## src/dts_pkg.sv

```systemverilog
// dts_pkg: types, codes and helper functions of the transfer slot scheduler
// used by the front, engine, result buffer and top modules; depends on nothing
`timescale 1ns / 1ps
`default_nettype none
package dts_pkg;

  localparam int NPORTS      = 5;
  localparam int MAX_RESULTS = 9;
  localparam int CYC_W       = 48;

  typedef enum logic [1:0] {
    OP_ISSUE  = 2'd0,
    OP_CANCEL = 2'd1,
    OP_TICK   = 2'd2,
    OP_NONE   = 2'd3
  } op_t;

  typedef enum logic [2:0] {
    K_ACCEPTED    = 3'd0,
    K_NO_CREDIT   = 3'd1,
    K_ERROR       = 3'd2,
    K_CANCELLED   = 3'd3,
    K_CANCEL_FAIL = 3'd4,
    K_COMPLETED   = 3'd5,
    K_PASS_DONE   = 3'd6
  } kind_t;

  typedef enum logic [1:0] {
    PH_FREE   = 2'd0,
    PH_LAUNCH = 2'd1,
    PH_WAIT   = 2'd2,
    PH_XMIT   = 2'd3
  } phase_t;

  typedef enum logic [2:0] {
    ST_IDLE, ST_SEARCH, ST_SCAN, ST_ADMIT, ST_PICK, ST_DIV, ST_DIVW, ST_FINAL
  } state_t;

  typedef enum logic [2:0] {
    CFG_FINE      = 3'd0,
    CFG_CHANNELS  = 3'd1,
    CFG_LAUNCH    = 3'd2,
    CFG_BUS_W     = 3'd3,
    CFG_SPM_RD_W  = 3'd4,
    CFG_SPM_WR_W  = 3'd5,
    CFG_AXI_RD_W  = 3'd6,
    CFG_AXI_WR_W  = 3'd7
  } cfg_idx_t;

  typedef enum logic [2:0] {
    DIR_SPM_REMOTE  = 3'd0,
    DIR_REMOTE_SPM  = 3'd1,
    DIR_SPM_SPM     = 3'd2,
    DIR_SPM_DRAM    = 3'd3,
    DIR_DRAM_SPM    = 3'd4,
    DIR_DRAM_REMOTE = 3'd5
  } dir_t;

  typedef struct packed {
    logic [1:0]  operation;
    logic [31:0] payload_size;
    logic [2:0]  direction;
    logic [31:0] target_id;
  } in_item_t;

  typedef struct packed {
    logic [2:0]  kind;
    logic [31:0] transfer_id;
    logic [1:0]  channel;
    logic [0:0]  slot_in_chan;
    logic [4:0]  busy_ports;
    logic [4:0]  inflight;
    logic        last;
  } out_item_t;

  typedef struct packed {
    logic        fine;
    logic [2:0]  chan_cnt;
    logic [15:0] launch;
    logic [12:0] bus_w;
    logic [12:0] spm_rd_w;
    logic [12:0] spm_wr_w;
    logic [12:0] axi_rd_w;
    logic [12:0] axi_wr_w;
  } cfg_t;

  // classified word handed from front to engine
  typedef struct packed {
    op_t         op;
    logic [31:0] bits;
    logic [4:0]  mask;
    logic        err;
    logic [31:0] tid;
  } cmd_t;

  typedef struct packed {
    logic [31:0] id;
    logic [31:0] bits;
    logic [4:0]  mask;
  } xfer_t;

  typedef struct packed {
    kind_t       kind;
    logic [31:0] id;
    logic [1:0]  chan;
    logic [0:0]  cslot;
  } rec_t;

  // engine to result buffer
  typedef struct packed {
    logic        wr;
    logic        commit;
    rec_t        rec;
    logic [4:0]  busy;
    logic [4:0]  inflight;
  } rb_wr_t;

  // port set of each direction in fine-grained mode
  function automatic logic [4:0] fine_mask(input logic [2:0] dir);
    logic [4:0] m;
    unique case (dir)
      DIR_SPM_REMOTE:  m = 5'h02;
      DIR_REMOTE_SPM:  m = 5'h04;
      DIR_SPM_SPM:     m = 5'h06;
      DIR_SPM_DRAM:    m = 5'h12;
      DIR_DRAM_SPM:    m = 5'h0C;
      DIR_DRAM_REMOTE: m = 5'h08;
      default:         m = 5'h00;
    endcase
    return m;
  endfunction

  // width of a port, zero taken as one
  function automatic logic [12:0] port_width(input cfg_t c, input logic [2:0] p);
    logic [12:0] w;
    unique case (p)
      3'd0:    w = c.bus_w;
      3'd1:    w = c.spm_rd_w;
      3'd2:    w = c.spm_wr_w;
      3'd3:    w = c.axi_rd_w;
      default: w = c.axi_wr_w;
    endcase
    return (w == 13'd0) ? 13'd1 : w;
  endfunction

  // done time reached when now - done, modulo 2^48, is below 2^47
  function automatic logic reached(input logic [CYC_W-1:0] now,
                                   input logic [CYC_W-1:0] done);
    logic [CYC_W-1:0] d;
    d = now - done;
    return !d[CYC_W-1];
  endfunction

endpackage
`default_nettype wire

```

## src/dts_front.sv

```systemverilog
// dts_front: input queue of two words that checks and classifies issue words
// depends on dts_pkg
`timescale 1ns / 1ps
`default_nettype none
module dts_front (
  input  logic              clk,
  input  logic              rst_n,
  input  dts_pkg::cfg_t     cfg,
  input  logic              in_valid,
  output logic              in_stall,
  input  dts_pkg::in_item_t in_data,
  output logic              cmd_valid,
  input  logic              cmd_ready,
  output dts_pkg::cmd_t     cmd
);
  import dts_pkg::*;

  cmd_t       q_r [2];
  logic [1:0] qc_r;
  cmd_t       cls;
  logic       push, pop;

  // classify the incoming word
  always_comb begin
    cls.op   = op_t'(in_data.operation);
    cls.bits = in_data.payload_size;
    cls.tid  = in_data.target_id;
    cls.mask = cfg.fine ? fine_mask(in_data.direction) : 5'h01;
    cls.err  = (in_data.payload_size == 32'd0) || (in_data.direction > DIR_DRAM_REMOTE) ||
               (!cfg.fine && (in_data.direction > DIR_REMOTE_SPM));
  end

  assign in_stall  = (qc_r == 2'd2);
  assign push      = in_valid && !in_stall;
  assign cmd_valid = (qc_r != 2'd0);
  assign pop       = cmd_valid && cmd_ready;
  assign cmd       = q_r[0];

  // queue storage
  always_ff @(posedge clk) begin
    if (pop) begin
      q_r[0] <= q_r[1];
    end
    if (push) begin
      if (pop) begin
        if (qc_r == 2'd1) q_r[0] <= cls;
        else q_r[1] <= cls;
      end else begin
        if (qc_r == 2'd0) q_r[0] <= cls;
        else q_r[1] <= cls;
      end
    end
  end

  // fill count
  always_ff @(posedge clk) begin
    if (!rst_n) begin
      qc_r <= 2'd0;
    end else begin
      qc_r <= qc_r + 2'(push) - 2'(pop);
    end
  end

endmodule
`default_nettype wire

```

## src/dts_div.sv

```systemverilog
// dts_div: restoring divider, one quotient bit a cycle, for service lengths
// depends on nothing outside this file
`timescale 1ns / 1ps
`default_nettype none
module dts_div (
  input  logic        clk,
  input  logic        rst_n,
  input  logic        start,
  input  logic [32:0] dividend,
  input  logic [12:0] divisor,
  output logic        done,
  output logic [32:0] quo
);
  localparam int STEPS = 33;

  logic        busy_r;
  logic [5:0]  cnt_r;
  logic [12:0] rem_r;
  logic [32:0] q_r;
  logic [12:0] dvs_r;
  logic [13:0] trial;
  logic        ge;
  logic        done_r;

  assign trial = {rem_r, q_r[32]};
  assign ge    = trial >= {1'b0, dvs_r};
  assign done  = done_r;
  assign quo   = q_r;

  // datapath
  always_ff @(posedge clk) begin
    if (start) begin
      rem_r <= '0;
      q_r   <= dividend;
      dvs_r <= divisor;
    end else if (busy_r) begin
      rem_r <= ge ? 13'(trial - {1'b0, dvs_r}) : trial[12:0];
      q_r   <= {q_r[31:0], ge};
    end
  end

  // step control
  always_ff @(posedge clk) begin
    if (!rst_n) begin
      busy_r <= 1'b0;
      cnt_r  <= '0;
      done_r <= 1'b0;
    end else begin
      done_r <= 1'b0;
      if (start) begin
        busy_r <= 1'b1;
        cnt_r  <= '0;
      end else if (busy_r) begin
        cnt_r <= cnt_r + 6'd1;
        if (cnt_r == 6'(STEPS - 1)) begin
          busy_r <= 1'b0;
          done_r <= 1'b1;
        end
      end
    end
  end

endmodule
`default_nettype wire

```

## src/dts_rbuf.sv

```systemverilog
// dts_rbuf: result buffer that collects one item's records and sends them out
// depends on dts_pkg
`timescale 1ns / 1ps
`default_nettype none
module dts_rbuf (
  input  logic               clk,
  input  logic               rst_n,
  input  dts_pkg::rb_wr_t    rb_wr,
  output logic               rb_empty,
  output logic               out_valid,
  input  logic               out_stall,
  output dts_pkg::out_item_t out_data
);
  import dts_pkg::*;

  localparam int IW = $clog2(MAX_RESULTS + 1);

  rec_t          rec_r [MAX_RESULTS];
  logic [IW-1:0] cnt_r, rd_r;
  logic          drain_r;
  logic [4:0]    busy_r, infl_r;
  logic          take, is_last;
  rec_t          cur;

  assign cur       = rec_r[rd_r[$clog2(MAX_RESULTS)-1:0]];
  assign is_last   = (rd_r == cnt_r - IW'(1));
  assign out_valid = drain_r;
  assign take      = drain_r && !out_stall;
  assign rb_empty  = !drain_r && (cnt_r == '0);

  always_comb begin
    out_data.kind         = cur.kind;
    out_data.transfer_id  = cur.id;
    out_data.channel      = cur.chan;
    out_data.slot_in_chan = cur.cslot;
    out_data.busy_ports   = busy_r;
    out_data.inflight     = infl_r;
    out_data.last         = is_last;
  end

  // record storage
  always_ff @(posedge clk) begin
    if (rb_wr.wr) begin
      rec_r[cnt_r[$clog2(MAX_RESULTS)-1:0]] <= rb_wr.rec;
    end
    if (rb_wr.commit) begin
      busy_r <= rb_wr.busy;
      infl_r <= rb_wr.inflight;
    end
  end

  // fill and drain control
  always_ff @(posedge clk) begin
    if (!rst_n) begin
      cnt_r   <= '0;
      rd_r    <= '0;
      drain_r <= 1'b0;
    end else begin
      if (rb_wr.wr) begin
        cnt_r <= cnt_r + IW'(1);
      end
      if (rb_wr.commit) begin
        drain_r <= 1'b1;
      end
      if (take) begin
        if (is_last) begin
          cnt_r   <= '0;
          rd_r    <= '0;
          drain_r <= 1'b0;
        end else begin
          rd_r <= rd_r + IW'(1);
        end
      end
    end
  end

`ifndef SYNTHESIS
  a_last_is_pass: assert property (@(posedge clk) disable iff (!rst_n)
    (out_valid && out_data.last) |-> (out_data.kind == K_PASS_DONE))
    else $error("final record is not pass done");
  a_no_wr_drain: assert property (@(posedge clk) disable iff (!rst_n)
    drain_r |-> !rb_wr.wr)
    else $error("record written while draining");
  a_commit_clears: assert property (@(posedge clk) disable iff (!rst_n)
    rb_wr.commit |=> !rb_empty)
    else $error("commit left buffer empty");
`endif

endmodule
`default_nettype wire

```

## src/dts_engine.sv

```systemverilog
// dts_engine: back end that runs issue, cancel and tick words and the slot pass
// depends on dts_pkg and dts_div
`timescale 1ns / 1ps
`default_nettype none
module dts_engine #(
  parameter int MAX_CHANNELS      = 4,
  parameter int SLOTS_PER_CHANNEL = 2,
  parameter int PENDING_DEPTH     = 8
) (
  input  logic            clk,
  input  logic            rst_n,
  input  dts_pkg::cfg_t   cfg,
  input  dts_pkg::cmd_t   cmd,
  input  logic            cmd_valid,
  output logic            cmd_ready,
  input  logic            rb_empty,
  output dts_pkg::rb_wr_t rb_wr
);
  import dts_pkg::*;

  localparam int NSLOTS = MAX_CHANNELS * SLOTS_PER_CHANNEL;
  localparam int SW     = (NSLOTS > 1) ? $clog2(NSLOTS) : 1;
  localparam int CW     = $clog2(NSLOTS + 1);
  localparam int PW     = $clog2(PENDING_DEPTH + 1);
  localparam int PIW    = (PENDING_DEPTH > 1) ? $clog2(PENDING_DEPTH) : 1;
  localparam int SBW    = (SLOTS_PER_CHANNEL > 1) ? $clog2(SLOTS_PER_CHANNEL) : 1;
  localparam int CHW    = (MAX_CHANNELS > 1) ? $clog2(MAX_CHANNELS) : 1;
  localparam int CHN_W  = $clog2(MAX_CHANNELS + 1);

  state_t           st_r, st_nxt;
  logic [CYC_W-1:0] cycle_now_r;
  logic [31:0]      next_id_r;
  xfer_t            pend_r [PENDING_DEPTH];
  logic [PW-1:0]    pend_cnt_r;
  phase_t           phase_r [NSLOTS];
  xfer_t            sinfo_r [NSLOTS];
  logic [CYC_W-1:0] launch_done_r [NSLOTS];
  logic [CYC_W-1:0] port_done_r [NPORTS];
  logic [SW-1:0]    owner_r [NPORTS];
  logic [NPORTS-1:0] owner_vld_r;
  logic [SW-1:0]    last_served_r;
  logic [CW-1:0]    active_r;

  logic [CW-1:0]    idx_r;
  logic [SBW-1:0]   sub_r;
  logic [CHW-1:0]   chan_r;
  logic [PW-1:0]    pidx_r;
  logic [31:0]      tid_r;
  logic             prog_r;
  logic [3:0]       nrec_r;
  logic [SW-1:0]    rr_r;
  logic [CW-1:0]    rr_cnt_r;
  logic [2:0]       pp_r;

  logic [SW-1:0]    cur_s;
  logic             scan_last;
  logic [NPORTS-1:0] own, fr;
  logic             xmit_done, launch_ok, cmp_emit;
  logic             srch_end, srch_hit;
  logic [CHN_W-1:0] cc_lim;
  logic [CW-1:0]    used_c;
  logic             adm_go, adm_free;
  logic             rr_ok, pick_end;
  logic [7:0]       mk8;
  logic             pp_end, pp_use;
  logic             credit_fail, id_full, acc_ok, take;
  logic             pop_en;
  logic [PW-1:0]    pop_at;
  logic             div_start, div_done;
  logic [32:0]      div_q;
  logic [12:0]      pw_sel;

  function automatic logic [SW-1:0] rr_inc(input logic [SW-1:0] x);
    return (x == SW'(NSLOTS - 1)) ? '0 : x + SW'(1);
  endfunction

  // slot scan conditions
  always_comb begin
    cur_s     = idx_r[SW-1:0];
    scan_last = (idx_r == CW'(NSLOTS - 1));
    for (int p = 0; p < NPORTS; p++) begin
      own[p] = owner_vld_r[p] && (owner_r[p] == cur_s);
      fr[p]  = own[p] && reached(cycle_now_r, port_done_r[p]);
    end
    xmit_done = (phase_r[cur_s] == PH_XMIT) && ((own & ~fr) == '0);
    launch_ok = (phase_r[cur_s] == PH_LAUNCH) && reached(cycle_now_r, launch_done_r[cur_s]);
    cmp_emit  = xmit_done && (nrec_r < 4'(MAX_RESULTS - 1));
  end

  // used slots from the channel count
  always_comb begin
    if (cfg.chan_cnt == 3'd0) cc_lim = CHN_W'(1);
    else if (32'(cfg.chan_cnt) > MAX_CHANNELS) cc_lim = CHN_W'(MAX_CHANNELS);
    else cc_lim = CHN_W'(cfg.chan_cnt);
    used_c   = CW'(32'(cc_lim) * SLOTS_PER_CHANNEL);
    adm_go   = (idx_r < used_c) && (pend_cnt_r != '0);
    adm_free = (phase_r[cur_s] == PH_FREE);
  end

  // cancel search, round robin pick, port iteration
  always_comb begin
    srch_end = (pidx_r == pend_cnt_r);
    srch_hit = (pend_r[pidx_r[PIW-1:0]].id == tid_r);
    rr_ok    = (phase_r[rr_r] == PH_WAIT) && ((owner_vld_r & sinfo_r[rr_r].mask) == '0);
    pick_end = (rr_cnt_r == CW'(NSLOTS - 1));
    mk8      = 8'(sinfo_r[last_served_r].mask);
    pp_end   = (pp_r == 3'(NPORTS));
    pp_use   = !pp_end && mk8[pp_r];
    pw_sel   = port_width(cfg, pp_r);
  end

  // issue admission checks
  always_comb begin
    credit_fail = ((32'(pend_cnt_r) + 32'(active_r)) >= (32'(used_c) + PENDING_DEPTH)) ||
                  (32'(pend_cnt_r) >= PENDING_DEPTH);
    id_full     = (next_id_r == 32'hFFFF_FFFF);
    acc_ok      = !cmd.err && !credit_fail && !id_full;
    take        = cmd_valid && cmd_ready;
    pop_en      = ((st_r == ST_SEARCH) && !srch_end && srch_hit) ||
                  ((st_r == ST_ADMIT) && adm_go && adm_free);
    pop_at      = (st_r == ST_SEARCH) ? pidx_r : '0;
  end

  // next state
  always_comb begin
    st_nxt = st_r;
    unique case (st_r)
      ST_IDLE:   if (take) st_nxt = (cmd.op == OP_CANCEL) ? ST_SEARCH : ST_SCAN;
      ST_SEARCH: if (srch_end || srch_hit) st_nxt = ST_SCAN;
      ST_SCAN:   if (scan_last) st_nxt = ST_ADMIT;
      ST_ADMIT:  if (!adm_go) st_nxt = ST_PICK;
      ST_PICK: begin
        if (rr_ok) st_nxt = ST_DIV;
        else if (pick_end) st_nxt = prog_r ? ST_SCAN : ST_FINAL;
      end
      ST_DIV: begin
        if (pp_end) st_nxt = ST_PICK;
        else if (pp_use) st_nxt = ST_DIVW;
      end
      ST_DIVW:   if (div_done) st_nxt = ST_DIV;
      ST_FINAL:  st_nxt = ST_IDLE;
      default:   st_nxt = ST_IDLE;
    endcase
  end

  // outputs: handshake, records, divider start
  always_comb begin
    cmd_ready       = (st_r == ST_IDLE) && rb_empty;
    div_start       = (st_r == ST_DIV) && pp_use;
    rb_wr.wr        = 1'b0;
    rb_wr.commit    = 1'b0;
    rb_wr.rec.kind  = K_PASS_DONE;
    rb_wr.rec.id    = '0;
    rb_wr.rec.chan  = '0;
    rb_wr.rec.cslot = '0;
    rb_wr.busy      = owner_vld_r;
    rb_wr.inflight  = 5'(32'(pend_cnt_r) + 32'(active_r));
    unique case (st_r)
      ST_IDLE: begin
        if (take && (cmd.op == OP_ISSUE)) begin
          rb_wr.wr = 1'b1;
          if (cmd.err) rb_wr.rec.kind = K_ERROR;
          else if (credit_fail) rb_wr.rec.kind = K_NO_CREDIT;
          else if (id_full) rb_wr.rec.kind = K_ERROR;
          else begin
            rb_wr.rec.kind = K_ACCEPTED;
            rb_wr.rec.id   = next_id_r;
          end
        end
      end
      ST_SEARCH: begin
        if (srch_end || srch_hit) begin
          rb_wr.wr       = 1'b1;
          rb_wr.rec.kind = srch_end ? K_CANCEL_FAIL : K_CANCELLED;
          rb_wr.rec.id   = tid_r;
        end
      end
      ST_SCAN: begin
        if (cmp_emit) begin
          rb_wr.wr        = 1'b1;
          rb_wr.rec.kind  = K_COMPLETED;
          rb_wr.rec.id    = sinfo_r[cur_s].id;
          rb_wr.rec.chan  = 2'(chan_r);
          rb_wr.rec.cslot = 1'(sub_r);
        end
      end
      ST_FINAL: begin
        rb_wr.wr     = 1'b1;
        rb_wr.commit = 1'b1;
      end
      default: ;
    endcase
  end

  dts_div u_div (
    .clk      (clk),
    .rst_n    (rst_n),
    .start    (div_start),
    .dividend (33'(sinfo_r[last_served_r].bits) + 33'(pw_sel) - 33'd1),
    .divisor  (pw_sel),
    .done     (div_done),
    .quo      (div_q)
  );

  // pending queue and slot payload storage
  always_ff @(posedge clk) begin
    if (pop_en) begin
      for (int i = 0; i < PENDING_DEPTH - 1; i++) begin
        if (PW'(i) >= pop_at) pend_r[i] <= pend_r[i + 1];
      end
    end
    if ((st_r == ST_IDLE) && take && (cmd.op == OP_ISSUE) && acc_ok) begin
      pend_r[pend_cnt_r[PIW-1:0]] <= '{id: next_id_r, bits: cmd.bits, mask: cmd.mask};
    end
    if ((st_r == ST_ADMIT) && adm_go && adm_free) begin
      sinfo_r[cur_s]       <= pend_r[0];
      launch_done_r[cur_s] <= cycle_now_r + CYC_W'(cfg.launch);
    end
    if ((st_r == ST_DIVW) && div_done) begin
      port_done_r[pp_r] <= cycle_now_r + CYC_W'(div_q);
    end
    if ((st_r == ST_IDLE) && take) begin
      tid_r <= cmd.tid;
    end
  end

  // control state and sequencing
  always_ff @(posedge clk) begin
    if (!rst_n) begin
      st_r          <= ST_IDLE;
      cycle_now_r   <= '0;
      next_id_r     <= '0;
      pend_cnt_r    <= '0;
      for (int s = 0; s < NSLOTS; s++) phase_r[s] <= PH_FREE;
      owner_vld_r   <= '0;
      last_served_r <= SW'(NSLOTS - 1);
      active_r      <= '0;
      idx_r         <= '0;
      sub_r         <= '0;
      chan_r        <= '0;
      pidx_r        <= '0;
      prog_r        <= 1'b0;
      nrec_r        <= '0;
      rr_r          <= '0;
      rr_cnt_r      <= '0;
      pp_r          <= '0;
    end else begin
      st_r <= st_nxt;
      unique case (st_r)
        ST_IDLE: begin
          if (take) begin
            idx_r  <= '0;
            sub_r  <= '0;
            chan_r <= '0;
            pidx_r <= '0;
            prog_r <= 1'b0;
            nrec_r <= (cmd.op == OP_ISSUE) ? 4'd1 : 4'd0;
            if (cmd.op == OP_ISSUE && acc_ok) begin
              pend_cnt_r <= pend_cnt_r + PW'(1);
              next_id_r  <= next_id_r + 32'd1;
            end
            if (cmd.op == OP_TICK) cycle_now_r <= cycle_now_r + CYC_W'(1);
          end
        end
        ST_SEARCH: begin
          if (srch_end || srch_hit) begin
            nrec_r <= nrec_r + 4'd1;
            if (!srch_end) pend_cnt_r <= pend_cnt_r - PW'(1);
          end else begin
            pidx_r <= pidx_r + PW'(1);
          end
        end
        ST_SCAN: begin
          if (phase_r[cur_s] == PH_XMIT) begin
            for (int p = 0; p < NPORTS; p++) begin
              if (fr[p]) owner_vld_r[p] <= 1'b0;
            end
            if (fr != '0) prog_r <= 1'b1;
            if (xmit_done) begin
              phase_r[cur_s] <= PH_FREE;
              active_r       <= active_r - CW'(1);
              prog_r         <= 1'b1;
              if (cmp_emit) nrec_r <= nrec_r + 4'd1;
            end
          end else if (launch_ok) begin
            phase_r[cur_s] <= PH_WAIT;
            prog_r         <= 1'b1;
          end
          if (scan_last) begin
            idx_r <= '0;
          end else begin
            idx_r <= idx_r + CW'(1);
            if (sub_r == SBW'(SLOTS_PER_CHANNEL - 1)) begin
              sub_r  <= '0;
              chan_r <= chan_r + CHW'(1);
            end else begin
              sub_r <= sub_r + SBW'(1);
            end
          end
        end
        ST_ADMIT: begin
          if (adm_go) begin
            if (adm_free) begin
              pend_cnt_r     <= pend_cnt_r - PW'(1);
              phase_r[cur_s] <= PH_LAUNCH;
              active_r       <= active_r + CW'(1);
              prog_r         <= 1'b1;
            end
            idx_r <= idx_r + CW'(1);
          end else begin
            rr_r     <= rr_inc(last_served_r);
            rr_cnt_r <= '0;
          end
        end
        ST_PICK: begin
          if (rr_ok) begin
            phase_r[rr_r] <= PH_XMIT;
            for (int p = 0; p < NPORTS; p++) begin
              if (sinfo_r[rr_r].mask[p]) begin
                owner_vld_r[p] <= 1'b1;
                owner_r[p]     <= rr_r;
              end
            end
            last_served_r <= rr_r;
            prog_r        <= 1'b1;
            pp_r          <= '0;
          end else begin
            rr_r     <= rr_inc(rr_r);
            rr_cnt_r <= rr_cnt_r + CW'(1);
            if (pick_end) begin
              idx_r  <= '0;
              sub_r  <= '0;
              chan_r <= '0;
              prog_r <= 1'b0;
            end
          end
        end
        ST_DIV: begin
          if (pp_end) begin
            rr_r     <= rr_inc(last_served_r);
            rr_cnt_r <= '0;
          end else if (!pp_use) begin
            pp_r <= pp_r + 3'd1;
          end
        end
        ST_DIVW: begin
          if (div_done) pp_r <= pp_r + 3'd1;
        end
        ST_FINAL: ;
        default: ;
      endcase
    end
  end

`ifndef SYNTHESIS
  a_final_to_idle: assert property (@(posedge clk) disable iff (!rst_n)
    (st_r == ST_FINAL) |=> (st_r == ST_IDLE))
    else $error("pass end did not return to idle");
  a_active_bound: assert property (@(posedge clk) disable iff (!rst_n)
    32'(active_r) <= NSLOTS)
    else $error("active count above slot count");
  a_pend_bound: assert property (@(posedge clk) disable iff (!rst_n)
    32'(pend_cnt_r) <= PENDING_DEPTH)
    else $error("pending count above depth");
  a_div_done_state: assert property (@(posedge clk) disable iff (!rst_n)
    div_done |-> (st_r == ST_DIVW))
    else $error("divider result outside wait state");
`endif

endmodule
`default_nettype wire

```

## src/dma_transfer_slot_scheduler_top.sv

```systemverilog
// dma_transfer_slot_scheduler_top: transfer slot scheduler, top level
// depends on dts_pkg, dts_front, dts_engine, dts_rbuf
//
// Usage: input words (issue, cancel, tick) enter on in_valid/in_stall with
// in_data; each word yields its records on out_valid/out_stall with out_data,
// the final one marked by last and always of kind pass done. Registers are
// written on cfg_valid/cfg_ready (always ready) with cfg_index and cfg_data,
// by the user only while the block is idle; the block does not enforce it.
// A two-word input queue takes words while the engine works; the engine runs
// one word at a time. Each word is started, a cancel then searches the
// pending queue, and each pass round scans all NSLOTS slots, admits into
// the used slots and checks NSLOTS slots round-robin; each started transfer
// is picked, then runs the 33-step divider once per port it uses, skips the
// ports it does not use and closes.
// Records then leave one per cycle while out_stall is low.
// Reset (synchronous, rst_n low) frees all slots and ports, empties the
// queues and loads register defaults. While out_stall is high the current
// record holds; the engine waits for the buffer to drain before the next word.
`timescale 1ns / 1ps
`default_nettype none
module dma_transfer_slot_scheduler_top #(
  parameter int MAX_CHANNELS      = 4,
  parameter int SLOTS_PER_CHANNEL = 2,
  parameter int PENDING_DEPTH     = 8
) (
  input  logic               clk,
  input  logic               rst_n,
  input  logic               in_valid,
  output logic               in_stall,
  input  dts_pkg::in_item_t  in_data,
  output logic               out_valid,
  input  logic               out_stall,
  output dts_pkg::out_item_t out_data,
  input  logic               cfg_valid,
  output logic               cfg_ready,
  input  logic [2:0]         cfg_index,
  input  logic [15:0]        cfg_data
);
  import dts_pkg::*;

  cfg_t   cfg_r;
  cmd_t   cmd;
  logic   cmd_valid, cmd_ready, rb_empty;
  rb_wr_t rb_wr;

  assign cfg_ready = 1'b1;

  // configuration registers
  always_ff @(posedge clk) begin
    if (!rst_n) begin
      cfg_r.fine     <= 1'b0;
      cfg_r.chan_cnt <= 3'd4;
      cfg_r.launch   <= 16'd0;
      cfg_r.bus_w    <= 13'd64;
      cfg_r.spm_rd_w <= 13'd64;
      cfg_r.spm_wr_w <= 13'd64;
      cfg_r.axi_rd_w <= 13'd64;
      cfg_r.axi_wr_w <= 13'd64;
    end else if (cfg_valid && cfg_ready) begin
      unique case (cfg_idx_t'(cfg_index))
        CFG_FINE:     cfg_r.fine     <= cfg_data[0];
        CFG_CHANNELS: cfg_r.chan_cnt <= cfg_data[2:0];
        CFG_LAUNCH:   cfg_r.launch   <= cfg_data;
        CFG_BUS_W:    cfg_r.bus_w    <= cfg_data[12:0];
        CFG_SPM_RD_W: cfg_r.spm_rd_w <= cfg_data[12:0];
        CFG_SPM_WR_W: cfg_r.spm_wr_w <= cfg_data[12:0];
        CFG_AXI_RD_W: cfg_r.axi_rd_w <= cfg_data[12:0];
        CFG_AXI_WR_W: cfg_r.axi_wr_w <= cfg_data[12:0];
        default: ;
      endcase
    end
  end

  dts_front u_front (
    .clk       (clk),
    .rst_n     (rst_n),
    .cfg       (cfg_r),
    .in_valid  (in_valid),
    .in_stall  (in_stall),
    .in_data   (in_data),
    .cmd_valid (cmd_valid),
    .cmd_ready (cmd_ready),
    .cmd       (cmd)
  );

  dts_engine #(
    .MAX_CHANNELS      (MAX_CHANNELS),
    .SLOTS_PER_CHANNEL (SLOTS_PER_CHANNEL),
    .PENDING_DEPTH     (PENDING_DEPTH)
  ) u_engine (
    .clk       (clk),
    .rst_n     (rst_n),
    .cfg       (cfg_r),
    .cmd       (cmd),
    .cmd_valid (cmd_valid),
    .cmd_ready (cmd_ready),
    .rb_empty  (rb_empty),
    .rb_wr     (rb_wr)
  );

  dts_rbuf u_rbuf (
    .clk       (clk),
    .rst_n     (rst_n),
    .rb_wr     (rb_wr),
    .rb_empty  (rb_empty),
    .out_valid (out_valid),
    .out_stall (out_stall),
    .out_data  (out_data)
  );

endmodule
`default_nettype wire

```

## config.mk

```make
export PLATFORM = sky130hd
export DESIGN_NAME = dma_transfer_slot_scheduler_top
export DESIGN_NICKNAME = d
export VERILOG_FILES = /design/src/dts_pkg.sv /design/src/dts_front.sv /design/src/dts_div.sv /design/src/dts_rbuf.sv /design/src/dts_engine.sv /design/src/dma_transfer_slot_scheduler_top.sv
export SDC_FILE = /design/constraint.sdc
export NUM_CORES = 2
export LEC_CHECK = 0
export BUFFER_PORTS_ARGS = -buffer_cell sky130_fd_sc_hd__buf_2
export CAP_MARGIN = 20
export CORE_MARGIN = 3
export CORE_UTILIZATION = 50
export DETAILED_ROUTE_END_ITERATION = 12
export PLACE_DENSITY = 0.66
export REMOVE_ABC_BUFFERS = 1
export SLEW_MARGIN = 25
export SYNTH_ARGS = -nofsm -noshare
export SYNTH_HDL_FRONTEND = slang
export SYNTH_SLANG_ARGS = --single-unit
```

## constraint.sdc

```tcl
create_clock -name clk -period 18.6 [get_ports clk]
set_input_delay 3.72 -clock clk [delete_from_list [all_inputs] [get_ports clk]]
set_output_delay 3.72 -clock clk [all_outputs]
set_load 0.02 [all_outputs]
```

==> out/results.ini <==
[status]
status = finished clean

[power_and_ir_drop]
power_density_nw_per_um2 = 110
p_comb_share_pct = 11.6
p_switching_mw = 3.52
irDropWorstVdd_uv = 102
seq_power_share_pct = 49.9
p_int_mw = 10.4
switching_share_pct = 25.3
p_leak_nw = 45.4
p_clk_share_pct = 38.4

[global_routing]
use_met1_pct = 34.0
grt_max_degree = 94
grt_pass1_vias = 66400
grt_pass1_wl_microns = 423000
grt_use_met2_pct = 37.9
top_usage_layer = met2
gr-total-overflow = 0
grt_usage_pct = 23.9
grt_use_met3_pct = 4.24
grt_antenna_before_repair = 5

[final_layout]
synthToLayoutAreaGrowth_pct = 11.4
multi_input_area_sq_um = 36000
drive_above_1_share_pct = 15.3
seq_area_sq_um = 75300
num-fill-cells = 17600
final_common_cell = edfxtp_1
nets = 8632
layout_common_cells = edfxtp_1, nand2_1, o21ai_0

[detailed_routing]
wl_per_cell_microns = 25.0
ant_nets = 0
via_per_inst = 5.92
drt_pass1_iterations = 6
vias = 67000
detail_route.iter0.violations = 6887
drc = 0
wirelength_microns = 283000

[worst_hold_path]
min_path_type = reg -> reg

[critical_path]
critPathCaptureType = output port
cp-start-kind = register
cp.required_ps = 14880
critPathKind = reg -> out
arrival_ps = 3710
worstPathMaxFanout = 48

[timing]
slew_headroom_pct = 29.4
fmax_ghz = 0.135
fin_crit_ps = 7430
holdWs_ps = 419
setup_violations = 0
timing.final.crit_share_pct = 39.9
fin_ws_ps = 11170
tightest_slew_ps = 1060
fin_worst_skew_ps = 69.5
rsz0062_at_grt = no
finalHoldViolations = 0
slew_violations = 0

[yosys]
synthFlopType = edfxtp_1
synth-warning-count = 0
synth_top_area_cell = edfxtp_1
netlist_area_sq_um = 114000
synth_async_sr_flop_share_pct = 0
synth-seq-cells = 2591
synth_top_area_share_pct = 61.4
synth_edf_count = 2333
synthCells = 7923
ys_types = 90
avgSynthCellArea_sq_um = 14.4
seq_area_frac_synth_pct = 65.9
ys_top_cells_by_area = edfxtp_1, mux4_2, ha_1

[clocking]
cts-root-buf = clkbuf_16
cts_buffer_depth = 4
clock_latency_ps = 940
cts_max_level = 5
clk_pin_slew_ps = 60
clkSinkCount = 2591
cts_setup_buffers = 0
cts_tree = yes
cts_hold_buf = 0
cts_buffers = 287
post_cts_resized = 0

[place]
place_congestion = 0.886
port_buffers = 143
pre_cts_ws_ps = 11710
dpl.hpwl_microns = 178000

[die]
pin_count = 145
die_h_microns = 484
core_sq_um = 226000
rows = 174
die_w_microns = 484
die_area_sq_um = 234000
start_util_pct = 50.5

[job]
maxCapViolCount = 0

metrics by stage:
| step | total power [mW] | area, sq um | TNS, ps | std cells | utilization, % |
|---|---|---|---|---|---|
| final | 13.9 | 127000 | 0 | 11300 | 56.3 |
| after global routing | 14.4 | 127000 | 0 | 11300 | 56.3 |
| after CTS | 14.0 | 127000 | 0 | 11300 | 56.3 |
| after detailed placement | 8.69 | 118000 | 0 | 10800 | 52.4 |
| after global placement | 8.65 | 118000 | 0 | 10800 | 52.4 |
| after floorplan | 8.08 | 113000 | -149130 | 7574 | - |
area by class of cell:
type,instances,area share [%]
Inverter,463,1.37
Tap cell,2992,2.95
Sequential cell,2591,59.2
Antenna cell,5,0.00984
Multi-Input combinational cell,4520,28.4
Clock inverter,123,0.738
Clock buffer,373,6.15
Timing Repair Buffer,249,1.21
power groups by stage:
| stage | combinational, mW | clock (mW) | sequential (mW) |
|---|---|---|---|
| after global routing | 1.76 | 5.68 | 6.98 |
| after CTS | 1.62 | 5.44 | 6.95 |
| after detailed placement | 1.62 | 0 | 7.07 |
| final | 1.62 | 5.35 | 6.96 |
| after floorplan | 1.05 | 0 | 7.03 |
| after global placement | 1.59 | 0 | 7.06 |
layer usage:
| metal | wire length (microns) | vias to the layer above | share of wire, % |
|---|---|---|---|
| met2 | 133000 | 2509 | 47 |
| met1 | 121000 | 33900 | 43 |
| met5 | 13 | - | 0.0046 |
| met4 | 7220 | 2 | 2.6 |
| li1 | - | 30200 | - |
| met3 | 21600 | 417 | 7.7 |
critical path, stage by stage, from the launching register on:
cell and delay [ps]:
dfxtp_4 740, buf_6 650, mux4_2 360, mux2i_1 70, o21ai_0 650, buf_2 300
sequential cells by signal, indices dropped and copies added (netlist names), 15 cells and up, named ones only:
signal	flops
cfg_r	85
u_engine.cycle_now_r	48
u_engine.launch_done_r	384
u_engine.next_id_r	32
u_engine.owner_r	15
u_engine.pend_r	552
u_engine.phase_r	16
u_engine.port_done_r	240
u_engine.sinfo_r	552
u_engine.tid_r	32
u_engine.u_div.quo	33
u_front.q_r	144
u_rbuf.rec_r	342
cells by family (layout without fill, tap and decap cells):
| logic type | Yosys count | count (layout) | synth area share [%] |
|---|---|---|---|
| AO/OA/AOI/OAI | 1225 | 1225 | 6.33 |
| multiplexers | 770 | 770 | 11.0 |
| other | 1 | 6 | 0.00329 |
| adder cells (fa/ha/maj) | 427 | 427 | 4.73 |
| buffers and inverters | 812 | 1208 | 2.74 |
| XOR/XNOR | 279 | 279 | 2.14 |
| flip-flops | 2591 | 2591 | 65.9 |
| AND/OR/NAND/NOR | 1818 | 1818 | 7.10 |
synth_stat cells, types with 19 or more instances:
cell type	number
nand2b_1	23
a31oi_1	19
nor4_1	32
inv_1	460
nor3_1	50
mux4_2	371
ha_1	420
xnor2_1	163
a211oi_1	41
a21o_1	67
and4_1	19
nand4_1	84
clkbuf_1	262
nand3_1	91
buf_2	22
dfxtp_1	258
mux2_2	158
edfxtp_1	2333
nor2_1	319
nor2b_1	45
a221o_1	38
buf_1	52
or3_1	31
o21ai_0	530
and3_1	38
a221oi_1	23
and2_1	50
a21oi_1	336
nand2_1	983
mux2i_1	235
xor2_1	116
path summary, 6_finish.rpt:
check,startpoint,cells after the start,endpoint,slack [ps]
setup / recovery,register,5,out_data[48],11170
hold / removal,u_front.q_r[0][17],0,u_engine.tid_r[17],420
setup reg to reg,u_engine.pp_r[0],24,u_engine.u_div.quo[31],11710
hold reg to reg,u_front.q_r[0][17],0,u_engine.tid_r[17],420
Power figures use the tool's default switching activity.
